## src/hdl/lkv_pkg.sv

```systemverilog
// Shared constants and types for the LRU key-value cache.
package lkv_pkg;

	// Default number of cells in the row
	localparam int CAPACITY_DEF = 16;

	// Field widths
	localparam int KEY_W = 32;
	localparam int VAL_W = 31;
	localparam int CAP_W = 5;

	// Capacity register value after reset
	localparam logic [CAP_W-1:0] CAP_RESET = 5'd16;

	// Request kinds
	localparam logic REQ_GET = 1'b0;
	localparam logic REQ_PUT = 1'b1;

	// Which cell an update command targets
	localparam logic [1:0] TGT_NONE   = 2'd0;
	localparam logic [1:0] TGT_HIT    = 2'd1;
	localparam logic [1:0] TGT_FREE   = 2'd2;
	localparam logic [1:0] TGT_VICTIM = 2'd3;

	// Update command broadcast to every cell
	typedef struct packed {
		logic       touch;   // target becomes most recent, younger entries age
		logic       fill;    // target takes a free slot, all valid entries age
		logic [1:0] tgt;     // which flagged cell is the target
		logic       wr_key;  // target stores the request key
		logic       wr_val;  // target stores the request value
	} cmd_t;

	// Per-cell flags captured in the compare cycle
	typedef struct packed {
		logic hit;         // valid and key matches
		logic first_free;  // lowest invalid cell
		logic victim;      // valid and least recent
	} flags_t;

endpackage

```

## src/hdl/lru_key_value_cache.sv

```systemverilog
// Top level of the LRU key-value cache: request control, row of cells, result register.
// Fully associative key-value cache with least-recently-used replacement, built as a row of
// CAPACITY cells. Each request (get or put) is taken, then every cell compares its key and
// flags itself as hit, lowest free slot or least recent entry, then one update command is
// broadcast along the row and the result is written to the output register; the update
// waits while the output register holds a result not yet taken. A new request is taken
// once the previous one has reached the output register; the output register holds a result
// while the next request is taken and compared. A get miss and every put return found = 0
// with read_value = 0. All entries are invalid after reset; no clearing pass is needed.
// capacity_in_use is written through cfg_wr_en/cfg_wr_data and is clamped to 1..CAPACITY.
module lru_key_value_cache #(
	parameter int CAPACITY = lkv_pkg::CAPACITY_DEF
) (
	input  logic                              clk,
	input  logic                              arst_n,
	input  logic                              cfg_wr_en,
	input  logic [lkv_pkg::CAP_W-1:0]         cfg_wr_data,
	input  logic                              in_valid,
	output logic                              in_ready,
	input  logic                              req_type,
	input  logic signed [lkv_pkg::KEY_W-1:0]  key,
	input  logic [lkv_pkg::VAL_W-1:0]         write_value,
	output logic                              out_valid,
	input  logic                              out_ready,
	output logic                              found,
	output logic [lkv_pkg::VAL_W-1:0]         read_value
);

	localparam int RANK_W = (CAPACITY > 1) ? $clog2(CAPACITY) : 1;
	localparam int CNT_W  = $clog2(CAPACITY + 1);

	// Request sequencer states
	localparam logic [1:0] ST_IDLE = 2'd0;
	localparam logic [1:0] ST_CMP  = 2'd1;
	localparam logic [1:0] ST_UPD  = 2'd2;

	logic [1:0]                       state_q;
	logic [lkv_pkg::CAP_W-1:0]        capacity_in_use_q;
	logic [CNT_W-1:0]                 used_q;
	logic [CNT_W-1:0]                 eff_cap;
	logic                             req_type_q;
	logic signed [lkv_pkg::KEY_W-1:0] req_key_q;
	logic [lkv_pkg::VAL_W-1:0]        req_value_q;
	logic                             out_valid_q;
	logic                             found_q;
	logic [lkv_pkg::VAL_W-1:0]        read_value_q;

	logic                             accept;
	logic                             cmp_en;
	logic                             upd_go;
	logic [RANK_W-1:0]                used_m1;
	logic [RANK_W-1:0]                ref_rank;
	lkv_pkg::cmd_t                    cmd;
	logic                             res_found;

	logic                             free_c  [CAPACITY+1];
	logic                             hit_c   [CAPACITY+1];
	logic [RANK_W-1:0]                rank_c  [CAPACITY+1];
	logic [lkv_pkg::VAL_W-1:0]        value_c [CAPACITY+1];
	lkv_pkg::flags_t                  flags_c [CAPACITY];
	logic [CAPACITY-1:0]              hit_vec;
	logic [CAPACITY-1:0]              victim_vec;
	logic [CAPACITY-1:0]              free_vec;

	assign in_ready   = (state_q == ST_IDLE);
	assign accept     = in_valid && in_ready;
	assign cmp_en     = (state_q == ST_CMP);
	assign upd_go     = (state_q == ST_UPD) && (!out_valid_q || out_ready);
	assign used_m1    = RANK_W'(used_q - CNT_W'(1));
	assign out_valid  = out_valid_q;
	assign found      = found_q;
	assign read_value = read_value_q;

	// Capacity register
	always_ff @(posedge clk or negedge arst_n) begin
		if (!arst_n) begin
			capacity_in_use_q <= lkv_pkg::CAP_RESET;
		end else if (cfg_wr_en) begin
			capacity_in_use_q <= cfg_wr_data;
		end
	end

	// Clamp capacity into 1..CAPACITY
	always_comb begin
		if (capacity_in_use_q == '0) begin
			eff_cap = CNT_W'(1);
		end else if (32'(capacity_in_use_q) > 32'(CAPACITY)) begin
			eff_cap = CNT_W'(CAPACITY);
		end else begin
			eff_cap = CNT_W'(capacity_in_use_q);
		end
	end

	// Request sequencer
	always_ff @(posedge clk or negedge arst_n) begin
		if (!arst_n) begin
			state_q <= ST_IDLE;
		end else begin
			unique case (state_q)
				ST_IDLE: if (accept) state_q <= ST_CMP;
				ST_CMP:  state_q <= ST_UPD;
				ST_UPD:  if (upd_go) state_q <= ST_IDLE;
				default: state_q <= ST_IDLE;
			endcase
		end
	end

	// Request capture
	always_ff @(posedge clk) begin
		if (accept) begin
			req_type_q  <= req_type;
			req_key_q   <= key;
			req_value_q <= write_value;
		end
	end

	// Update decision from the end of the hit chain
	always_comb begin
		cmd       = '0;
		cmd.tgt   = lkv_pkg::TGT_NONE;
		ref_rank  = rank_c[CAPACITY];
		res_found = 1'b0;
		if (hit_c[CAPACITY]) begin
			cmd.touch  = 1'b1;
			cmd.tgt    = lkv_pkg::TGT_HIT;
			cmd.wr_val = (req_type_q == lkv_pkg::REQ_PUT);
			res_found  = (req_type_q == lkv_pkg::REQ_GET);
		end else if (req_type_q == lkv_pkg::REQ_PUT) begin
			cmd.wr_key = 1'b1;
			cmd.wr_val = 1'b1;
			if (used_q < eff_cap) begin
				cmd.fill = 1'b1;
				cmd.tgt  = lkv_pkg::TGT_FREE;
			end else begin
				cmd.touch = 1'b1;
				cmd.tgt   = lkv_pkg::TGT_VICTIM;
				ref_rank  = used_m1;
			end
		end
	end

	// Valid entry count
	always_ff @(posedge clk or negedge arst_n) begin
		if (!arst_n) begin
			used_q <= '0;
		end else if (upd_go && cmd.fill) begin
			used_q <= used_q + CNT_W'(1);
		end
	end

	// Result register
	always_ff @(posedge clk or negedge arst_n) begin
		if (!arst_n) begin
			out_valid_q <= 1'b0;
		end else if (upd_go) begin
			out_valid_q <= 1'b1;
		end else if (out_ready) begin
			out_valid_q <= 1'b0;
		end
	end

	always_ff @(posedge clk) begin
		if (upd_go) begin
			found_q      <= res_found;
			read_value_q <= res_found ? value_c[CAPACITY] : '0;
		end
	end

	// Row of cells
	assign free_c[0]  = 1'b0;
	assign hit_c[0]   = 1'b0;
	assign rank_c[0]  = '0;
	assign value_c[0] = '0;

	for (genvar i = 0; i < CAPACITY; i++) begin : g_cell
		lkv_cell #(
			.RANK_W (RANK_W)
		) u_cell (
			.clk         (clk),
			.arst_n      (arst_n),
			.cmp_en      (cmp_en),
			.upd_en      (upd_go),
			.cmd         (cmd),
			.key         (req_key_q),
			.write_value (req_value_q),
			.ref_rank    (ref_rank),
			.used_m1     (used_m1),
			.free_in     (free_c[i]),
			.free_out    (free_c[i+1]),
			.hit_in      (hit_c[i]),
			.hit_out     (hit_c[i+1]),
			.rank_in     (rank_c[i]),
			.rank_out    (rank_c[i+1]),
			.value_in    (value_c[i]),
			.value_out   (value_c[i+1]),
			.flags       (flags_c[i])
		);
		assign hit_vec[i]    = flags_c[i].hit;
		assign victim_vec[i] = flags_c[i].victim;
		assign free_vec[i]   = flags_c[i].first_free;
	end

	// Keys are unique among valid entries
	a_hit_unique: assert property (@(posedge clk) disable iff (!arst_n)
		$onehot0(hit_vec))
		else $error("more than one cell hit");

	// Ranks of valid entries are distinct
	a_victim_unique: assert property (@(posedge clk) disable iff (!arst_n)
		$onehot0(victim_vec))
		else $error("more than one least recent cell");

	// An eviction always finds exactly one victim
	a_evict_has_victim: assert property (@(posedge clk) disable iff (!arst_n)
		(upd_go && cmd.tgt == lkv_pkg::TGT_VICTIM) |-> $onehot(victim_vec))
		else $error("eviction without a single victim");

	// A fill always finds exactly one free slot
	a_fill_has_slot: assert property (@(posedge clk) disable iff (!arst_n)
		(upd_go && cmd.fill) |-> $onehot(free_vec))
		else $error("fill without a free slot");

	// Count never exceeds the row length
	a_used_bound: assert property (@(posedge clk) disable iff (!arst_n)
		used_q <= CNT_W'(CAPACITY))
		else $error("entry count above capacity");

endmodule

```

## src/hdl/lkv_cell.sv

```systemverilog
// One cache entry: key, value, valid bit and recency rank, chained to its neighbors.
module lkv_cell #(
	parameter int RANK_W = 4
) (
	input  logic                              clk,
	input  logic                              arst_n,
	input  logic                              cmp_en,
	input  logic                              upd_en,
	input  lkv_pkg::cmd_t                     cmd,
	input  logic signed [lkv_pkg::KEY_W-1:0]  key,
	input  logic [lkv_pkg::VAL_W-1:0]         write_value,
	input  logic [RANK_W-1:0]                 ref_rank,
	input  logic [RANK_W-1:0]                 used_m1,
	input  logic                              free_in,
	output logic                              free_out,
	input  logic                              hit_in,
	output logic                              hit_out,
	input  logic [RANK_W-1:0]                 rank_in,
	output logic [RANK_W-1:0]                 rank_out,
	input  logic [lkv_pkg::VAL_W-1:0]         value_in,
	output logic [lkv_pkg::VAL_W-1:0]         value_out,
	output lkv_pkg::flags_t                   flags
);

	logic                             valid_q;
	logic [RANK_W-1:0]                rank_q;
	logic signed [lkv_pkg::KEY_W-1:0] key_q;
	logic [lkv_pkg::VAL_W-1:0]        value_q;
	lkv_pkg::flags_t                  flags_q;
	logic                             sel;

	// Lowest-free chain: a cell is first free when it is free and no lower cell is free
	assign free_out = free_in | ~valid_q;

	// Hit chain: at most one cell hits, so an OR collects its rank and value
	assign hit_out   = hit_in | flags_q.hit;
	assign rank_out  = rank_in | (flags_q.hit ? rank_q : '0);
	assign value_out = value_in | (flags_q.hit ? value_q : '0);
	assign flags     = flags_q;

	// Target select from the broadcast command
	always_comb begin
		unique case (cmd.tgt)
			lkv_pkg::TGT_HIT:    sel = flags_q.hit;
			lkv_pkg::TGT_FREE:   sel = flags_q.first_free;
			lkv_pkg::TGT_VICTIM: sel = flags_q.victim;
			default:             sel = 1'b0;
		endcase
	end

	// Compare flags
	always_ff @(posedge clk or negedge arst_n) begin
		if (!arst_n) begin
			flags_q <= '0;
		end else if (cmp_en) begin
			flags_q.hit        <= valid_q && (key_q == key);
			flags_q.first_free <= ~valid_q & ~free_in;
			flags_q.victim     <= valid_q && (rank_q == used_m1);
		end
	end

	// Valid bit and recency rank
	always_ff @(posedge clk or negedge arst_n) begin
		if (!arst_n) begin
			valid_q <= 1'b0;
			rank_q  <= '0;
		end else if (upd_en) begin
			if (sel) begin
				rank_q <= '0;
				if (cmd.fill) begin
					valid_q <= 1'b1;
				end
			end else if (valid_q) begin
				if (cmd.fill || (cmd.touch && rank_q < ref_rank)) begin
					rank_q <= rank_q + RANK_W'(1);
				end
			end
		end
	end

	// Stored key and value
	always_ff @(posedge clk) begin
		if (upd_en && sel) begin
			if (cmd.wr_key) begin
				key_q <= key;
			end
			if (cmd.wr_val) begin
				value_q <= write_value;
			end
		end
	end

endmodule
```

## config.mk

```make
export PLATFORM = sky130hd
export DESIGN_NAME = lru_key_value_cache
export DESIGN_NICKNAME = d
export VERILOG_FILES = /design/src/hdl/lkv_pkg.sv /design/src/hdl/lru_key_value_cache.sv /design/src/hdl/lkv_cell.sv
export SDC_FILE = /design/constraint.sdc
export NUM_CORES = 1
export LEC_CHECK = 0
export BUFFER_PORTS_ARGS = -buffer_cell sky130_fd_sc_hd__buf_2
export CELL_PAD_IN_SITES_DETAIL_PLACEMENT = 1
export CELL_PAD_IN_SITES_GLOBAL_PLACEMENT = 2
export CORE_UTILIZATION = 25
export DETAILED_ROUTE_END_ITERATION = 8
export GPL_ROUTABILITY_DRIVEN = 0
export PLACE_DENSITY = 0.44
export SYNTH_ARGS = -nofsm -noshare
export SYNTH_HDL_FRONTEND = slang
export SYNTH_HIERARCHICAL = 1
export SYNTH_SLANG_ARGS = --single-unit
```

## constraint.sdc

```tcl
create_clock -name clk -period 17.9 [get_ports clk]
set_input_delay 3.58 -clock clk [delete_from_list [all_inputs] [get_ports clk]]
set_output_delay 3.58 -clock clk [all_outputs]
set_load 0.005 [all_outputs]
```

## Word level (Yosys, flattened, before mapping)

Index checks and enable logic that the tools add are counted.

- Bits in read-only memories: 0
- Memory bits (writable): 0
- Logic and storage cells: 602
- Output and inout bits: 34
- Input port bits: 74
- Memories: 0
- Bits in latches: 0
- Bits in registers: 1,245

- Shifts and indexed selects: 0
- Multiplexer cells: 116
- Bitwise logic cells: 105
- $lt $le $gt $ge: 18
- Div/mod/pow operators: 0
- Equality and inequality tests: 39
- Reduce and logical (&&, ||, !) cells: 185
- Multiply operators: 0
- $add $sub $neg: 18

Operators with widths:

| kind | number |
|---|---|
| $eq 32x32->1 | 16 |
| $mux 31 | 16 |
| $or 31x31->31 | 15 |
| $mux 4 | 67 |
| $reduce_and 3->1 | 32 |
| $logic_and 1x1->1 | 67 |
| $reduce_and 2->1 | 33 |
| $reduce_bool 2->1 | 33 |
| $add 4x1->4 const B | 16 |
| $eq 4x4->1 | 16 |
| $lt 4x4->1 | 16 |
| $or 4x4->4 | 15 |
| $pmux 1 s3 | 16 |
| $not 1->1 | 31 |
| $or 1x1->1 | 29 |
| $logic_or 1x1->1 | 17 |
| $and 1x1->1 | 15 |
| $mux 1 | 10 |
| $mux 5 | 2 |
| $eq 2x2->1 const B | 3 |
| $mux 2 | 3 |
| $mux 6 | 1 |
| $pmux 2 s3 | 1 |
| $add 5x1->5 const B | 1 |
| other kinds (8) | 10 |

## Longest topological paths before layout

- Depth in word-level cells: 25
- Mapped depth: 29
- Depth with buffers taken out: 28

## By module

Netlist, hierarchy kept.

By module, submodules not included:

| module | area an instance (sq um) | cells each | times used | sequential area each (sq um) |
|---|---|---|---|---|
| lkv_cell (g_cell[14].u_cell ...) | 3,080.5 | 206 | 11 | 2,092.0 |
| lkv_cell (g_cell[0].u_cell ...) | 3,062.9 | 199 | 5 | 2,092.0 |
| lru_key_value_cache | 3,892.5 | 207 | 1 | 3,209.3 |

## Least setup slack after synthesis

Ideal clock, no wire load.

- Kind: register to register
- Start point: register g_cell[0].u_cell.flags_q (netlist bit g_cell[0].u_cell/flags[2])
- End point: register g_cell[0].u_cell.rank_q[0]
- Library setup time: 125 ps
- Setup slack: 10,076 ps
- Clock period less this slack: 7,824 ps
- Data required time: 17,775 ps
- Data arrival time: 7,699 ps
- Buffers on the path: 1
- Cell stages (with the launch flop): 29
- Path through: dfrtp_1 -> clkbuf_1 -> or2_2 -> or2_2 -> or2_2 -> or2_2 -> or2_2 -> or2_2 -> or2_2 -> or2_2 -> or2_2 -> or2_2 -> or2_2 -> or2_2 -> or2_2 -> or2_2 -> or2_2 -> or2_2 -> nand2b_2 -> inv_1 -> and2_1 -> mux2_1 -> inv_1 -> ha_1 -> nand4b_1 -> a21oi_1 -> o21ai_1 -> a21boi_2 -> mux2_4

RTL lines:

| what | RTL line | source |
|---|---|---|
| start: declaration | lkv_cell.sv:29 | `lkv_pkg::flags_t flags_q;` |
| end signal: assignment | lkv_cell.sv:75 | `rank_q <= rank_q + RANK_W'(1);` |
| end: declaration | lkv_cell.sv:26 | `logic [RANK_W-1:0] rank_q;` |

==> results_dict.tcl <==
set metrics [dict create \
    crit_fanout 55 \
    placed_cell_area_um2 57800 \
    finalCriticalPeriod_ns 7.68 \
    finalSetupViolCount 0 \
    total_power_mw 7.15 \
    fp.dieH_um 463 \
    cts_setup_buffers 0 \
    utilization 0.297 \
    grt_pass1_wl_um 234000 \
    met1_length_um 78600 \
    cts_buffer_depth 3 \
    tightest_slew_ns 1.05 \
    dp.cells 6436 \
    path_common_cell "or2_2" \
    critPathMaxStageDelay_ns 0.67 \
    routed_via_density 4.45 \
    start_util 0.253 \
    p_leak_nw 23.9 \
    grt.total_usage 0.150 \
    stdcell_area_um2 62400 \
    drive_gt1_frac 0.150 \
    drv_slew 0 \
    vias 29865 \
    die_x_um 463 \
    syn_to_final_growth_pct 17.6 \
    reg2reg_from "g_cell[1].u_cell/flags[2]$_DFFE_PN0P_" \
    setup_tns_ns 0 \
    hold_violations 0 \
    hold_end "used_q[4]$_DFFE_PN0P_" \
    reg2reg_to "g_cell[0].u_cell/value_q[6]$_DFFE_PP_" \
    met2_length_um 74200 \
    path_cells "or2_2, or2_2, or2_2, or2_2, or2_2, or2_2, or2_2, or2_2, or2_2, or2_2, or2_2, or2_2, or2_2, or2_2, or2_2, nand2b_2, inv_2, buf_4, mux2i_2, and3_2, buf_4" \
    yosysWarnings 6 \
    grt_max_degree 85 \
    power_density_nw_per_um2 115 \
    cts_resized 0 \
    critical_path.slowest_cell "mux2i_2" \
    die_area_um2 214000 \
    first_iter_violations 1951 \
    core_um2 210000 \
    root_buffer "clkbuf_16" \
    min_from "used_q[4]$_DFFE_PN0P_" \
    insertion_delay_ns 0.80 \
    grt-ovfl-total 0 \
    fmax_ghz 0.130 \
    drt_first_pass_iters 5 \
    syn-instance-count 3467 \
    drt-total-wl_um 160000 \
    ant_nets 0 \
    critical_path_buf_inv_count 3 \
    whs_path_depth 1 \
    arrival_ns 8.07 \
    io_pins 108 \
    instances_no_fill 6712 \
    crit_required_ns 18.30 \
    rrSetupSlack_ns 10.22 \
    peakVddDrop_uv 97.0 \
    antenna_found_initial 12 \
    rsz0062_at_grt "false" \
    cap_viol_max_count 0 \
    critPathCaptureType "register" \
    hold_path.class "register to register" \
    htree_levels 4 \
    finalCritPeriodShare 0.429 \
    cp_top_family "simple AND/OR/NAND/NOR gates" \
    route.met3.wl_um 4340 \
    cts.sinks 1245 \
    start_kind "register" \
    layout.nets 3928 \
    numCtsBuffers 151 \
    netlist_area_um2 53100 \
    status "complete, no violations" \
    hpwlAfterDp_um 89900 \
    path_class "register to register" \
    synth.avg_cell_area_um2 15.3 \
    finClkSkew_ns 0.0366 \
    critPathLaunch "g_cell[1].u_cell/flags[2]$_DFFE_PN0P_" \
    cts_tree "yes" \
    drcViolationCount 0 \
    drt-wirelength-per-cell_um 23.9 \
    clkSlewWorstSetupHoldPaths_ns 0.06 \
    slew-limit-headroom 0.295 \
    hold_buffers 0 \
    dr.max_layer_used "met4" \
    num-fill-cells 22176 \
    grt_pass1_vias 32256 \
    portBuffers 107 \
    reg2regPathDepth 21 \
    core.rowCount 168 \
]
state kept, by name, summed over array words and instances (netlist names), 5 cells and up:
| name | flops |
|---|---|
| read_value | 31 |
| g_cell.u_cell/valid_q | 16 |
| capacity_in_use_q | 5 |
| g_cell.u_cell/value_q | 496 |
| used_q | 5 |
| req_key_q | 32 |
| g_cell.u_cell/rank_q | 64 |
| req_value_q | 31 |
| g_cell.u_cell/flags | 48 |
| g_cell.u_cell/key_q | 512 |
layout make-up:
cell class	instances	area, um^2	share of cell area
well taps	2805	3510	0.0562
multi-input cells	2073	15900	0.255
flip-flops and latches	1245	36700	0.588
inverters	119	452	0.00723
repair buffers	194	1190	0.0191
diodes	4	10.0	0.000160
clock buffers	197	4040	0.0646
clock inverters	75	606	0.00970
power breakdown:
group	internal [mW]	leakage (nW)	total (mW)	switching (mW)
logic	0.302	9.81	0.880	0.579
registers	3.28	11.8	3.35	0.0712
clock network	1.67	2.27	2.92	1.26
through the flow:
stage / setup slack (ns) / hold slack (ns)
floorplan: 10.08 / 0.450
global placement: 10.12 / 0.472
detailed placement: 10.12 / 0.471
CTS: 10.09 / 0.479
global route: 9.80 / 0.517
finish: 10.22 / 0.474
layer usage:
layer / GRT usage / vias to the layer above
met5: 0 / -
met4: 0.0349 / 0
met3: 0.0219 / 182
met2: 0.242 / 376
met1: 0.211 / 15627
li1: - / 13680
cells in the final DEF (no fill, tap or decap), types with 29 or more instances in the layout:
cell type  count
a21o_1       576
a21o_2        29
a21oi_1       29
and2_1        33
buf_2        106
buf_4         87
clkbuf_1      41
clkbuf_16    154
clkinv_1      33
conb_1        38
dfrtp_1      124
edfxtp_1    1104
ha_1          70
inv_1        115
nand2_1       68
nand2b_1      48
nand3_1       86
nand4_1       99
nor2_1        39
nor4_1        48
xnor2_1      425
xor2_1       160
worst max-delay path by stage:
stage | slack (ns) | endpoint | cells after the start
5_1_grt | 9.80 | g_cell[3].u_cell/rank_q[1]$_DFFE_PN0P_ | 27
6_report | 10.22 | g_cell[0].u_cell/value_q[6]$_DFFE_PP_ | 21
3_5_place_dp | 10.12 | g_cell[0].u_cell/value_q[28]$_DFFE_PP_ | 21
3_3_place_gp | 10.12 | g_cell[0].u_cell/key_q[10]$_DFFE_PP_ | 20
4_1_cts | 10.09 | g_cell[0].u_cell/value_q[6]$_DFFE_PP_ | 21
2_1_floorplan | 10.08 | g_cell[0].u_cell/rank_q[0]$_DFFE_PN0P_ | 28
(Power assumes the default switching activity.)
